==> config.mk <==
export PLATFORM = sky130hd
export DESIGN_NAME = masked_route_table_top
export DESIGN_NICKNAME = d
export VERILOG_FILES = /design/src/rtl/mrt_pkg.sv /design/src/rtl/mrt_ram.sv /design/src/rtl/masked_route_table_top.sv
export SDC_FILE = /design/constraint.sdc
export NUM_CORES = 1
export LEC_CHECK = 0
export ABC_AREA = 1
export ABC_CLOCK_PERIOD_IN_PS = 7100
export BUFFER_PORTS_ARGS = -buffer_cell sky130_fd_sc_hd__clkbuf_2
export CAP_MARGIN = 20
export CORE_ASPECT_RATIO = 1.1
export CORE_UTILIZATION = 55
export CTS_BUF_LIST = sky130_fd_sc_hd__clkbuf_16
export CTS_CLUSTER_DIAMETER = 60
export DETAILED_ROUTE_END_ITERATION = 16
export GPL_ROUTABILITY_DRIVEN = 0
export PLACE_DENSITY = 0.71
export SYNTH_ARGS = -nofsm -noshare
export SYNTH_HDL_FRONTEND = slang
export SYNTH_SLANG_ARGS = --single-unit
==> constraint.sdc <==
create_clock -name i_clk -period 7.1 [get_ports i_clk]
set_input_delay 1.065 -clock i_clk [delete_from_list [all_inputs] [get_ports i_clk]]
set_output_delay 1.065 -clock i_clk [all_outputs]
set_load 0.05 [all_outputs]
==> src/rtl/mrt_pkg.sv <==
package mrt_pkg;

    localparam int unsigned DEPTH_DEF = 16;
    localparam int unsigned MODE_W    = 2;
    localparam int unsigned ADDR_W    = 32;
    localparam int unsigned STATUS_W  = 2;
    localparam int unsigned ENTRY_W   = 2 * ADDR_W;

    localparam logic [MODE_W-1:0] MODE_ADD    = 2'd0;
    localparam logic [MODE_W-1:0] MODE_DELETE = 2'd1;
    localparam logic [MODE_W-1:0] MODE_LOOKUP = 2'd2;

    localparam logic [STATUS_W-1:0] ST_OK        = 2'd0;
    localparam logic [STATUS_W-1:0] ST_FULL      = 2'd1;
    localparam logic [STATUS_W-1:0] ST_NOT_FOUND = 2'd2;

    typedef enum logic [2:0] {
        S_IDLE,
        S_SCAN,
        S_MISS,
        S_DEL_RD,
        S_DEL_WR,
        S_DONE
    } t_state;

endpackage

==> src/rtl/mrt_ram.sv <==
module mrt_ram #(
    parameter int unsigned WIDTH = mrt_pkg::ENTRY_W,
    parameter int unsigned DEPTH = mrt_pkg::DEPTH_DEF,
    localparam int unsigned AW   = (DEPTH > 1) ? $clog2(DEPTH) : 1
) (
    input  logic             i_clk,
    input  logic             i_wr_en,
    input  logic [AW-1:0]    i_wr_addr,
    input  logic [WIDTH-1:0] i_wr_data,
    input  logic [AW-1:0]    i_rd_addr,
    output logic [WIDTH-1:0] o_rd_data
);

    logic [WIDTH-1:0] r_mem [DEPTH];
    logic [WIDTH-1:0] r_rd_data;

    always_ff @(posedge i_clk) begin
        if (i_wr_en) begin
            r_mem[i_wr_addr] <= i_wr_data;
        end
        r_rd_data <= r_mem[i_rd_addr];
    end

    assign o_rd_data = r_rd_data;

endmodule

==> src/rtl/masked_route_table_top.sv <==
// compacted table of ipv4 address / mask pairs, valid entries always sit in slots
// 0 .. count-1 of a ram with one registered read port. one operation (add, delete,
// lookup) is taken at a time: o_in_ready is low in reset and from the accepted beat
// until the result has been handed to the output register. the sequencer scans the
// ram one entry per cycle and stops at the first match. a delete that hits a slot
// reads the last entry and writes it into the hole. an add of address zero, a delete
// of address zero and the unused mode skip the scan. the next beat can be taken in
// the cycle after the hand-over; a result register that is still full holds the
// hand-over back. the result register lets the next beat be accepted while a finished
// result still waits.
module masked_route_table_top #(
    parameter int unsigned TABLE_DEPTH = mrt_pkg::DEPTH_DEF,
    localparam int unsigned CW = $clog2(TABLE_DEPTH + 1),
    localparam int unsigned IW = (TABLE_DEPTH > 1) ? $clog2(TABLE_DEPTH) : 1
) (
    input  logic                          i_clk,
    input  logic                          i_rst_n,
    // input beat
    input  logic                          i_in_valid,
    output logic                          o_in_ready,
    input  logic [mrt_pkg::MODE_W-1:0]    i_mode,
    input  logic [mrt_pkg::ADDR_W-1:0]    i_address,
    input  logic [mrt_pkg::ADDR_W-1:0]    i_prefix_mask,
    // result beat
    output logic                          o_out_valid,
    input  logic                          i_out_ready,
    output logic [mrt_pkg::STATUS_W-1:0]  o_status,
    output logic                          o_route_found,
    output logic [CW-1:0]                 o_entry_count
);

    localparam int unsigned AW = mrt_pkg::ADDR_W;

    mrt_pkg::t_state r_state, n_state;

    // operation latched at the accepted beat
    logic [mrt_pkg::MODE_W-1:0]   r_mode, n_mode;
    logic [AW-1:0]                r_addr, n_addr;
    logic [AW-1:0]                r_mask, n_mask;

    // table occupancy
    logic [CW-1:0]                r_count, n_count;

    // scan pointers: r_idx is the read being issued, r_chk_idx the one whose data is back
    logic [CW-1:0]                r_idx, n_idx;
    logic [CW-1:0]                r_chk_idx, n_chk_idx;
    logic                         r_chk, n_chk;
    logic [IW-1:0]                r_hit_idx, n_hit_idx;

    // pending result
    logic [mrt_pkg::STATUS_W-1:0] r_status, n_status;
    logic                         r_found, n_found;

    // output register
    logic                         r_out_valid, n_out_valid;
    logic [mrt_pkg::STATUS_W-1:0] r_out_status, n_out_status;
    logic                         r_out_found, n_out_found;
    logic [CW-1:0]                r_out_count, n_out_count;

    // ram port
    logic                         ram_wr_en;
    logic [IW-1:0]                ram_wr_addr;
    logic [mrt_pkg::ENTRY_W-1:0]  ram_wr_data;
    logic [IW-1:0]                ram_rd_addr;
    logic [mrt_pkg::ENTRY_W-1:0]  ram_rd_data;

    logic [AW-1:0]                ent_addr;
    logic [AW-1:0]                ent_mask;
    logic                         addr_eq;
    logic                         masked_eq;
    logic                         ent_match;
    logic [CW-1:0]                last_idx;

    mrt_ram #(
        .WIDTH (mrt_pkg::ENTRY_W),
        .DEPTH (TABLE_DEPTH)
    ) u_ram (
        .i_clk     (i_clk),
        .i_wr_en   (ram_wr_en),
        .i_wr_addr (ram_wr_addr),
        .i_wr_data (ram_wr_data),
        .i_rd_addr (ram_rd_addr),
        .o_rd_data (ram_rd_data)
    );

    // entry layout: address in the upper half, mask in the lower half
    assign ent_addr  = ram_rd_data[mrt_pkg::ENTRY_W-1:AW];
    assign ent_mask  = ram_rd_data[AW-1:0];
    assign addr_eq   = (ent_addr == r_addr);
    assign masked_eq = ((ent_mask & ent_addr) == (ent_mask & r_addr));
    assign last_idx  = r_count - 1'b1;

    // shared compare unit, the meaning of a hit depends on the operation
    always_comb begin
        case (r_mode)
            mrt_pkg::MODE_ADD:    ent_match = addr_eq | masked_eq;
            mrt_pkg::MODE_DELETE: ent_match = addr_eq;
            mrt_pkg::MODE_LOOKUP: ent_match = masked_eq;
            default:              ent_match = 1'b0;
        endcase
    end

    always_ff @(posedge i_clk) begin
        if (!i_rst_n) begin
            r_state     <= mrt_pkg::S_IDLE;
            r_count     <= '0;
            r_chk       <= 1'b0;
            r_out_valid <= 1'b0;
        end else begin
            r_state     <= n_state;
            r_count     <= n_count;
            r_chk       <= n_chk;
            r_out_valid <= n_out_valid;
        end
    end

    always_ff @(posedge i_clk) begin
        r_mode       <= n_mode;
        r_addr       <= n_addr;
        r_mask       <= n_mask;
        r_idx        <= n_idx;
        r_chk_idx    <= n_chk_idx;
        r_hit_idx    <= n_hit_idx;
        r_status     <= n_status;
        r_found      <= n_found;
        r_out_status <= n_out_status;
        r_out_found  <= n_out_found;
        r_out_count  <= n_out_count;
    end

    always_comb begin
        n_state      = r_state;
        n_mode       = r_mode;
        n_addr       = r_addr;
        n_mask       = r_mask;
        n_count      = r_count;
        n_idx        = r_idx;
        n_chk_idx    = r_chk_idx;
        n_chk        = 1'b0;
        n_hit_idx    = r_hit_idx;
        n_status     = r_status;
        n_found      = r_found;
        n_out_valid  = r_out_valid & ~i_out_ready;
        n_out_status = r_out_status;
        n_out_found  = r_out_found;
        n_out_count  = r_out_count;
        o_in_ready   = 1'b0;
        ram_wr_en    = 1'b0;
        ram_wr_addr  = r_hit_idx;
        ram_wr_data  = ram_rd_data;
        ram_rd_addr  = r_idx[IW-1:0];

        case (r_state)
            mrt_pkg::S_IDLE: begin
                // held low while in reset so no beat is taken and dropped
                o_in_ready = i_rst_n;
                n_idx      = '0;
                n_status   = mrt_pkg::ST_OK;
                n_found    = 1'b0;
                if (i_in_valid) begin
                    n_mode = i_mode;
                    n_addr = i_address;
                    n_mask = i_prefix_mask;
                    if (i_mode == mrt_pkg::MODE_DELETE && i_address == '0) begin
                        n_status = mrt_pkg::ST_NOT_FOUND;
                        n_state  = mrt_pkg::S_DONE;
                    end else if ((i_mode == mrt_pkg::MODE_ADD && i_address == '0) ||
                                 (i_mode != mrt_pkg::MODE_ADD &&
                                  i_mode != mrt_pkg::MODE_DELETE &&
                                  i_mode != mrt_pkg::MODE_LOOKUP)) begin
                        // ignored add and unused mode
                        n_state = mrt_pkg::S_DONE;
                    end else if (r_count == '0) begin
                        n_state = mrt_pkg::S_MISS;
                    end else begin
                        n_state = mrt_pkg::S_SCAN;
                    end
                end
            end

            mrt_pkg::S_SCAN: begin
                // issue the next read while the previous one is compared
                if (r_idx < r_count) begin
                    n_idx     = r_idx + 1'b1;
                    n_chk     = 1'b1;
                    n_chk_idx = r_idx;
                end
                if (r_chk) begin
                    if (ent_match) begin
                        n_chk     = 1'b0;
                        n_hit_idx = r_chk_idx[IW-1:0];
                        case (r_mode)
                            mrt_pkg::MODE_DELETE: n_state = mrt_pkg::S_DEL_RD;
                            mrt_pkg::MODE_LOOKUP: begin
                                n_found = 1'b1;
                                n_state = mrt_pkg::S_DONE;
                            end
                            default: n_state = mrt_pkg::S_DONE;
                        endcase
                    end else if (r_chk_idx == last_idx) begin
                        n_chk   = 1'b0;
                        n_state = mrt_pkg::S_MISS;
                    end
                end
            end

            mrt_pkg::S_MISS: begin
                case (r_mode)
                    mrt_pkg::MODE_ADD: begin
                        if (r_count == CW'(TABLE_DEPTH)) begin
                            n_status = mrt_pkg::ST_FULL;
                        end else begin
                            // append at the end of the compacted table
                            ram_wr_en   = 1'b1;
                            ram_wr_addr = r_count[IW-1:0];
                            ram_wr_data = {r_addr, r_mask};
                            n_count     = r_count + 1'b1;
                        end
                    end
                    mrt_pkg::MODE_DELETE: n_status = mrt_pkg::ST_NOT_FOUND;
                    default:              n_found  = 1'b0;
                endcase
                n_state = mrt_pkg::S_DONE;
            end

            mrt_pkg::S_DEL_RD: begin
                // fetch the last entry to fill the hole
                ram_rd_addr = last_idx[IW-1:0];
                n_state     = mrt_pkg::S_DEL_WR;
            end

            mrt_pkg::S_DEL_WR: begin
                ram_wr_en   = 1'b1;
                ram_wr_addr = r_hit_idx;
                ram_wr_data = ram_rd_data;
                n_count     = last_idx;
                n_state     = mrt_pkg::S_DONE;
            end

            mrt_pkg::S_DONE: begin
                // hand over once the output register is free or being drained
                if (!r_out_valid || i_out_ready) begin
                    n_out_valid  = 1'b1;
                    n_out_status = r_status;
                    n_out_found  = r_found;
                    n_out_count  = r_count;
                    n_state      = mrt_pkg::S_IDLE;
                end
            end

            default: begin
                n_state = mrt_pkg::S_IDLE;
            end
        endcase
    end

    assign o_out_valid   = r_out_valid;
    assign o_status      = r_out_status;
    assign o_route_found = r_out_found;
    assign o_entry_count = r_out_count;

endmodule
==> run summary, run 1 <==
The run finished with clean final reports. The slack of the critical path came out at 2.143 ns. The initial antenna violation count came out at 0. The largest net degree at the start of global routing is about 220. The remaining global-route overflow is 0. The total stage count of the critical path came out at 11. The end-of-flow core utilization came out at 61.98%. The critical path arrival is 5.29 ns.

Global routing used 27.52% of the available tracks across all layers. The die covers 85310 um^2. The number of max-capacitance violations reported came out at 0. The category of the worst setup path launch point is a register. The time the final worst path needs with I/O delays and setup is 4.957 ns. The power per standard cell area is about 430 nW/um^2. The number of nets in the layout came out at 3646.

The number of fillers in the final layout came out at 6020. The kind of path behind the tightest hold check is reg2reg. The count of endpoints failing setup in the final report is 0. The count of boundary I/O pins is 80.

At the worst endpoint, the required time is 7.43 ns. Setup repair after global routing left no endpoint under its margin. The routed layout has around 30000 vias. The number of buffers inserted by post-CTS setup repair came out at 0.

The fraction of final layout cells sized beyond drive strength 1 is a little under a tenth. The starting utilization of the core area came out at 55.54%. The sort of element at the end of the critical path is a register.

The slowest stage of the critical path belongs to the cell nor2_4. The starting DRC count in detailed routing came out at 4078. The worst clock skew came out at 0.02218 ns. On the final layout, the worst hold slack is 0.4158 ns.

The vertical extent of the die came out at ~310 um. The worst hold path was traced through 0 stages. The number of buffer cells added on primary ports came out at 79. The largest single stage delay on the critical path is 0.81 ns. The share of the yosys chip area belonging to registers is 75.54%. TritonCTS built the clock tree.

The pre-CTS setup slack is 2.182 ns. The slew of the pin with the lowest slew margin is 1.243 ns. The mean post-synth cell area is 13.14 um^2.

The number of buffers and inverters on the critical path is 5. The classification of the worst setup path is reg2reg. The clock transition at the registers of the reported paths is 0.06 ns.

Measured in cells, the most critical reg-to-reg path has a length of 11. In this run the cell area measured after placement is between 40000 and 50000 um^2. The post-route DRC violation count is 0.

For this block, the routed nets add up to 117800 um of wire. Of all nets on the critical path, the largest fanout is 49. Walking the worst path, the cells encountered are inv_1, ha_1, nand3_1, nand2_4, inv_2, buf_4, nor2_1, inv_1, nand3_1, nor2_4, buf_4. The number of resized instances in the post-cts repair step is 0.

The row count came out at 111. The TritonCTS sink count is 1189. The total count of hold-check failures in the final report came out at 0.

The number of instances in the synthesized netlist came out at 3522. Adding up every negative setup slack in the final design gives 0 ns. Headroom to the max-slew limit came out at 16.59%. After detailed routing, the average wire length per cell comes to 24.85 um.

The level count of the clock H-tree is 3. After routing the design area is 51640 um^2. The netlist area before placement is 46280 um^2. The via-per-instance ratio is 6.231.

Once detailed placement completed, the half-perimeter wirelength came to 62330 um. The number of warnings issued by yosys came out at 0. The number of global-route vias before repair is about 28000. The maximum clock frequency is 201.7 MHz. The total leakage power is ~0.017 uW. Once detail routing completed, the nets flagged for antenna violations numbered 0. In the finished design, the share of the clock period the worst path needs comes to 69.82%.

In this run the horizontal extent of the chip is between 200 and 300 um. When the netlist entered floorplanning its net count stood at ~3600. The core box area is 83330 um^2. The worst supply voltage drop on vdd came out at between 0.4 and 0.5 mV. The first-pass GRT wire length is 174600 um. Synthesis inferred 1189 register bits.

The insertion delay to the later sink of the worst-skew pair came out at roughly 0.7 ns. The antenna diode instance count came out at 0. The max-slew violation total from the final report is 0. The number of unique standard cell types used by synthesis came out at 34.

The number of buffers added by the clock tree synthesis step is 112. The cell family contributing the most delay on the critical path is simple AND/OR/NAND/NOR gates. In this run the deepest clock path goes through 3 buffers. After clock tree synthesis, the flow added hold-fix buffers numbering 0. The synthesis-to-finish area growth is 11.59%. CTS placed an instance of clkbuf_16 at the clock tree root.

The first detailed-routing pass took 5 iterations.
-- cell type report --
type / count / area, um^2 / area share, %
clock buffers: 112 / 2803 / 5.427
repair buffers: 156 / 1150 / 2.226
multi-input cells: 1994 / 10110 / 19.58
clock inverters: 99 / 813.3 / 1.575
flip-flops and latches: 1189 / 34960 / 67.70
inverters: 116 / 462.9 / 0.8964
well taps: 1073 / 1343 / 2.600
-- state kept, by name (all words and copies together) (netlist names), 2 cells and up --
register / count
r_count: 5
r_hit_idx: 4
r_addr: 32
r_idx: 5
o_entry_count: 5
r_mode: 2
o_status: 2
r_chk_idx: 5
u_ram.o_rd_data: 64
r_state: 3
u_ram.r_mem: 1024
r_mask: 32
r_status: 2
-- cells in the final DEF, fill, tap and decap left out, types with 26 or more instances in the layout --
| cell | count |
|---|---|
| inv_1 | 137 |
| edfxtp_1 | 1115 |
| o221ai_1 | 182 |
| nand3_1 | 93 |
| clkbuf_16 | 112 |
| clkbuf_2 | 79 |
| dfxtp_1 | 74 |
| o22ai_1 | 74 |
| o21ai_1 | 166 |
| nor2_1 | 580 |
| clkinv_1 | 26 |
| buf_4 | 64 |
| o21ai_0 | 400 |
| nand2_1 | 331 |
| o211ai_1 | 74 |
-- cells by family after synthesis --
logic type      count (synthesis)  synth area share (%)
xor+xnor                       11                0.2082
compound gates                931                 12.22
fa+ha+maj                       7                0.1892
simple gates                 1045                 8.875
flops                        1189                 75.54
buf+inv                       339                 2.960
-- final timing paths --
check	from	to	slack [ns]
min reg2reg	r_status[1]	o_status[1]	0.42
max	r_count[0]	u_ram.r_mem[12][10]	2.14
max reg2reg	r_count[0]	u_ram.r_mem[12][10]	2.14
min	r_status[1]	o_status[1]	0.42
-- power breakdown --
group	switching, uW	internal, uW
Sequential	413	9340
Combinational	5070	1720
Clock	2580	3280
-- synth_stat cells --
master     number  area [um^2]
xor2_1          7        61.31
inv_1         110        412.9
a21oi_1        25        125.1
o22ai_1        74        462.9
a211oi_1        2        15.01
nand3b_1        4        30.03
nand4_1         7        43.79
buf_4           1        7.510
nand3_1        93        465.5
o21ai_0       427         2137
nor3b_1         1        7.510
o211ai_1       74        555.5
a221oi_1        1        8.760
clkbuf_2        4        20.02
a31oi_1         1        6.260
o21ai_2         2        17.52
xnor2_1         4        35.03
o21ai_1       140        700.7
buf_2          71        355.3
dfxtp_1        74         1481
and2_1          1        6.260
nor3_1          5        25.02
o221ai_1      182         1594
inv_2           6        22.52
nor2_1        597         2241
nand2_1       332         1246
buf_1           9        33.78
o2111ai_1       2        17.52
edfxtp_1     1115        33480
ha_1            7        87.58
clkbuf_1      138        518.0
o21ai_4         1        16.27
or2_2           4        25.02
nand3_4         1        17.52
-- metal layers --
layer  part of all wire (%)  track usage (%)
met1                     40            38.83
met2                     46            42.53
met3                     10            5.136
met4                    3.6            11.19
met5                      0                0
-- through the flow --
| stage | instances | power [uW] |
|---|---|---|
| final | 4739 | 22390 |
| after global routing | 4739 | 23340 |
| after CTS | 4724 | 22280 |
| after detailed placement | 4513 | 16470 |
| after global placement | 4511 | 16310 |
| after floorplan | 3522 | 14010 |
Power figures use the tool's default switching activity.
==> inputs of run 2 (changes only) <==
- ABC_AREA: 1 -> 0
- ABC_CLOCK_PERIOD_IN_PS: 7100 -> 4000
- PLACE_DENSITY: 0.71 -> 0.74
- clock period: 7.1 -> 4 ns (I/O delays scaled with it)
==> run summary, run 2 <==
The run finished with clean final reports. The die footprint is 86260 um^2 (+1.1%). The part of the total power dissipated in the clock network was 26.4% (+0.3 points).

STA classifies the critical path endpoint as a register. The starting utilization of the core area is 55.88% (+0.34 points). The via-per-instance ratio is 6.337 (+1.7%). The setup slack of the worst register-to-register path came to 0.35 ns (-1.79 ns). The number of vias after detailed routing came to 28370 (-3.9%).

The share of the clock period used by the worst path after layout is 91.19% (+21 points). The worst hold path terminates at r_mask[21]. The mean post-synth cell area came out at 14.56 um^2 (+11%). The post-synthesis share of cell area spent on and, or, nand and nor gates came out at 8.935% (+0.060 points). The insertion delay to the later sink of the worst-skew pair is 0.71 ns (about the same). The number of resized instances in the post-cts repair step is 0 (unchanged). The required time of the worst setup path is 4.31 ns (-3.12 ns).

The post-route DRC violation count was 0 (unchanged). The clock transition at the registers of the reported paths is 0.06 ns (about the same). The post-synthesis async set-or-reset flop share came out at 0% (unchanged). The total of flip-flops plus latches after synthesis is 1189 (unchanged). The TritonCTS sink count came out at 1189 (unchanged).

The fraction of the mapped netlist area in compound gates was 11.61% (-0.61 points). The switching power is 13190 uW (+64%). The proportion of netlist area held by the largest area contributor is 71.55% (-0.80 points).

The critical path arrival came out at 3.96 ns (-1.33 ns). The maximum clock frequency is 274.2 MHz (+36%). The power share of the sequential group is 44.5% (+0.9 points). The cell-internal power came out at 25470 uW (+78%).

The headroom to the max-slew limit came out at 26.21% (+9.6 points). The number of buffer cells added on primary ports is 79 (unchanged). Setup repair after global routing left no endpoint under its margin. The most common cell in the netlist is edfxtp_1. The tree is rooted in a clkbuf_16. The core box area is 83750 um^2 (+0.50%). In the layout the commonest cells are edfxtp_1 (1115), nand2_1 (533), a211oi_1 (323). The post-synthesis xor/xnor area fraction came out at 0.8422% (+0.63 points).

The synthesized net count is 3291 (-8.6%). By area, the combinational part of the netlist is dominated by compound AO/OA/AOI/OAI gates. The number of buffers inserted by post-CTS setup repair is 0 (unchanged). The accumulated negative setup slack is 0 ns (unchanged). The maximum root-to-sink buffer count is 3 (unchanged).

The number of nets still failing antenna checks after routing is 0 (unchanged). The number of nets in the layout is 3324 (-8.8%). The max-slew violation total from the final report is 0 (unchanged).

The non-filler instance count after layout came out at 4477 (-5.5%). The number of max-capacitance violations reported came out at 0 (unchanged). The worst clock skew came out at 0.04528 ns (+0.02310 ns). The number of fillers in the final layout is 5797 (-3.7%). The capture instance of the worst register-to-register path is u_ram.r_mem[2][0]. The critical path is of the reg2reg type. The count of boundary I/O pins is 80 (unchanged). The antenna diode instance count is 0 (unchanged). In the synthesized netlist, the cells that appear most often are edfxtp_1 (1115), nand2_1 (533), a211oi_1 (323), and2_1 (188), clkbuf_1 (149). The area used by multi-input combinational logic is 11010 um^2 (+8.9%). The time the final worst path needs with I/O delays and setup came out at 3.647 ns (-1.310 ns).

The vertical extent of the die came out at 307.9 um (+0.55%). The number of placed cells counting well taps came out at 4261 (-5.6%). The cell depth of the worst hold path is 1 (+1). The total count of hold-check failures in the final report is 0 (unchanged). The number of warnings issued by yosys is 0 (unchanged). The number of enable flip-flop cells after synthesis is 1115 (unchanged).

The remaining global-route overflow came to 0 (unchanged). The number of instances in the synthesized netlist was 3214 (-8.7%). The half-perimeter wire length after detailed placement was 59570 um (-4.4%). The share of the yosys chip area belonging to registers is 74.71% (-0.83 points). The switching fraction of total power came to 34.12% (-1.9 points).

The global-route total usage across every layer came out at 26.27% (-1.3 points). Among all flip-flop cells after synthesis, the most frequent one is edfxtp_1. The startpoint identified for the worst register-to-register timing path is r_state[1].

The hold buffer count at cts is 0 (unchanged). Leaving out fill and tap cells, the most frequent cell in the layout is edfxtp_1. The first-pass GRT wire length came to 169000 um (-3.2%).

By area the synthesized netlist is led by edfxtp_1 (72%), a211oi_1 (5.2%), nand2_1 (4.3%). The cell taking the most area after synthesis is edfxtp_1. The number of iterations in the first detailed-routing pass is 6 (+1).

The die extent in x came out at 280.1 um (+0.55%). The worst supply voltage drop on vdd came to 0.5705 mV (+36%). In this run the most critical hold path is launched from i_prefix_mask[21].

The power per standard cell area came out at 738.2 nW/um^2 (+70%). The fraction of final layout cells sized beyond drive strength 1 is 11.92% (+2.5 points). The number of global-route vias before repair came to 27540 (-1.4%). The count of endpoints failing setup in the final report is 0 (unchanged). The sequential cell area is 34960 um^2 (unchanged). The total leakage power came out at 0.01684 uW (-3.5%). The synthesis-to-finish area growth came out at 11.90%. The starting DRC count in detailed routing is 3574 (-12%). The routed length per placed instance is 25.26 um (+1.7%). The hold slack came out at 0.07050 ns (-0.3453 ns). The initial antenna violation count came out at 0 (unchanged).

The level count of the clock H-tree came out at 3 (unchanged). The count of cells along the worst register-to-register path came to 7 (-4). The number of unique standard cell types used by synthesis came out at 51 (+50%). The total wire length is 113100 um (-4.0%).

The flip-flop count of the largest register, all copies and words added is 1024 (unchanged). The share of power burned in combinational logic is 29.1% (-1.2 points). The largest net degree at the start of global routing is 173 (-22%). The pre-CTS setup slack is 0.4066 ns (-1.775 ns). The power after layout is 38660 uW (+73%). The row count was 111 (unchanged).

The worst setup path is launched from a register. The share of synthesized area spent on multiplexers came out at 1.588% (+1.6 points). The adder-cell share of the synthesized area is 0.1872% (-0.0021 points). TritonCTS built the clock tree. The netlist area before placement came out at 46800 um^2 (+1.1%). The slew of the pin with the lowest slew margin came out at 1.102 ns (-0.1411 ns).

The number of buffers added by the clock tree synthesis step is 114 (+1.8%). The min-delay analysis places its worst path in the category in2reg. The slack of the critical path came out at 0.3526 ns (-1.790 ns). The register ranked first by flip-flop count is u_ram.r_mem. The biggest fanout along the worst timing path came out at 24 (-51%).
run 2: worst max-delay path, cell delays in order, from the launching register on:
cell and delay (ns):
dfxtp_1 0.58, or3b_1 0.48, or3_4 0.38, a21oi_4 0.33, buf_4 0.42, a21oi_1 0.34, nor2_4 0.22, buf_4 0.49
run 2: cell families after synthesis:
family | Yosys count
AO/OA/AOI/OAI | 769
XOR/XNOR | 45
adder cells (fa/ha/maj) | 7
buffers and inverters | 238
flip-flops | 1189
multiplexers | 65
AND/OR/NAND/NOR | 901
run 2: layout make-up:
type / count / area share (%)
multi-input combinational: 1787 / 21.02
sequential: 1189 / 66.77
tap: 1130 / 2.700
timing repair buffer: 146 / 2.623
clock buffer: 116 / 5.543
clock inverter: 100 / 1.288
inverter: 9 / 0.06451
run 2: power groups by stage:
stage	Sequential [uW]	Clock (uW)	Combinational, uW
finish	17200	10200	11300
global route	17200	10800	12300
CTS	17200	10300	11100
detailed placement	17400	0	11000
global placement	17400	0	10600
floorplan	17000	0	7990
run 2: layer usage:
metal	vias up	share of wire [%]	track usage [%]
met2	1531	47	41.41
met1	14130	40	36.52
li1	12460	-	-
met3	251	9.1	4.227
met4	0	3.7	11.14
met5	-	0	0
run 2: worst max path at each step:
stage | from | endpoint | slack (ns) | cells after the start
final | r_state[1] | u_ram.r_mem[2][0] | 0.35 | 7
after global routing | r_state[1] | u_ram.r_mem[2][8] | 0.21 | 7
after CTS | r_state[1] | u_ram.r_mem[2][8] | 0.36 | 7
after detailed placement | r_state[1] | u_ram.r_mem[2][37] | 0.41 | 7
after global placement | r_state[1] | u_ram.r_mem[2][36] | 0.49 | 7
after floorplan | r_state[0] | u_ram.r_mem[13][0] | -1.01 | 7
run 2: per-stage QoR:
stage | util [%] | instance area (um^2)
after floorplan | - | 46820
after global placement | 58.26 | 48790
after detailed placement | 58.26 | 48790
after CTS | 62.53 | 52370
after global routing | 62.53 | 52370
final | 62.53 | 52370
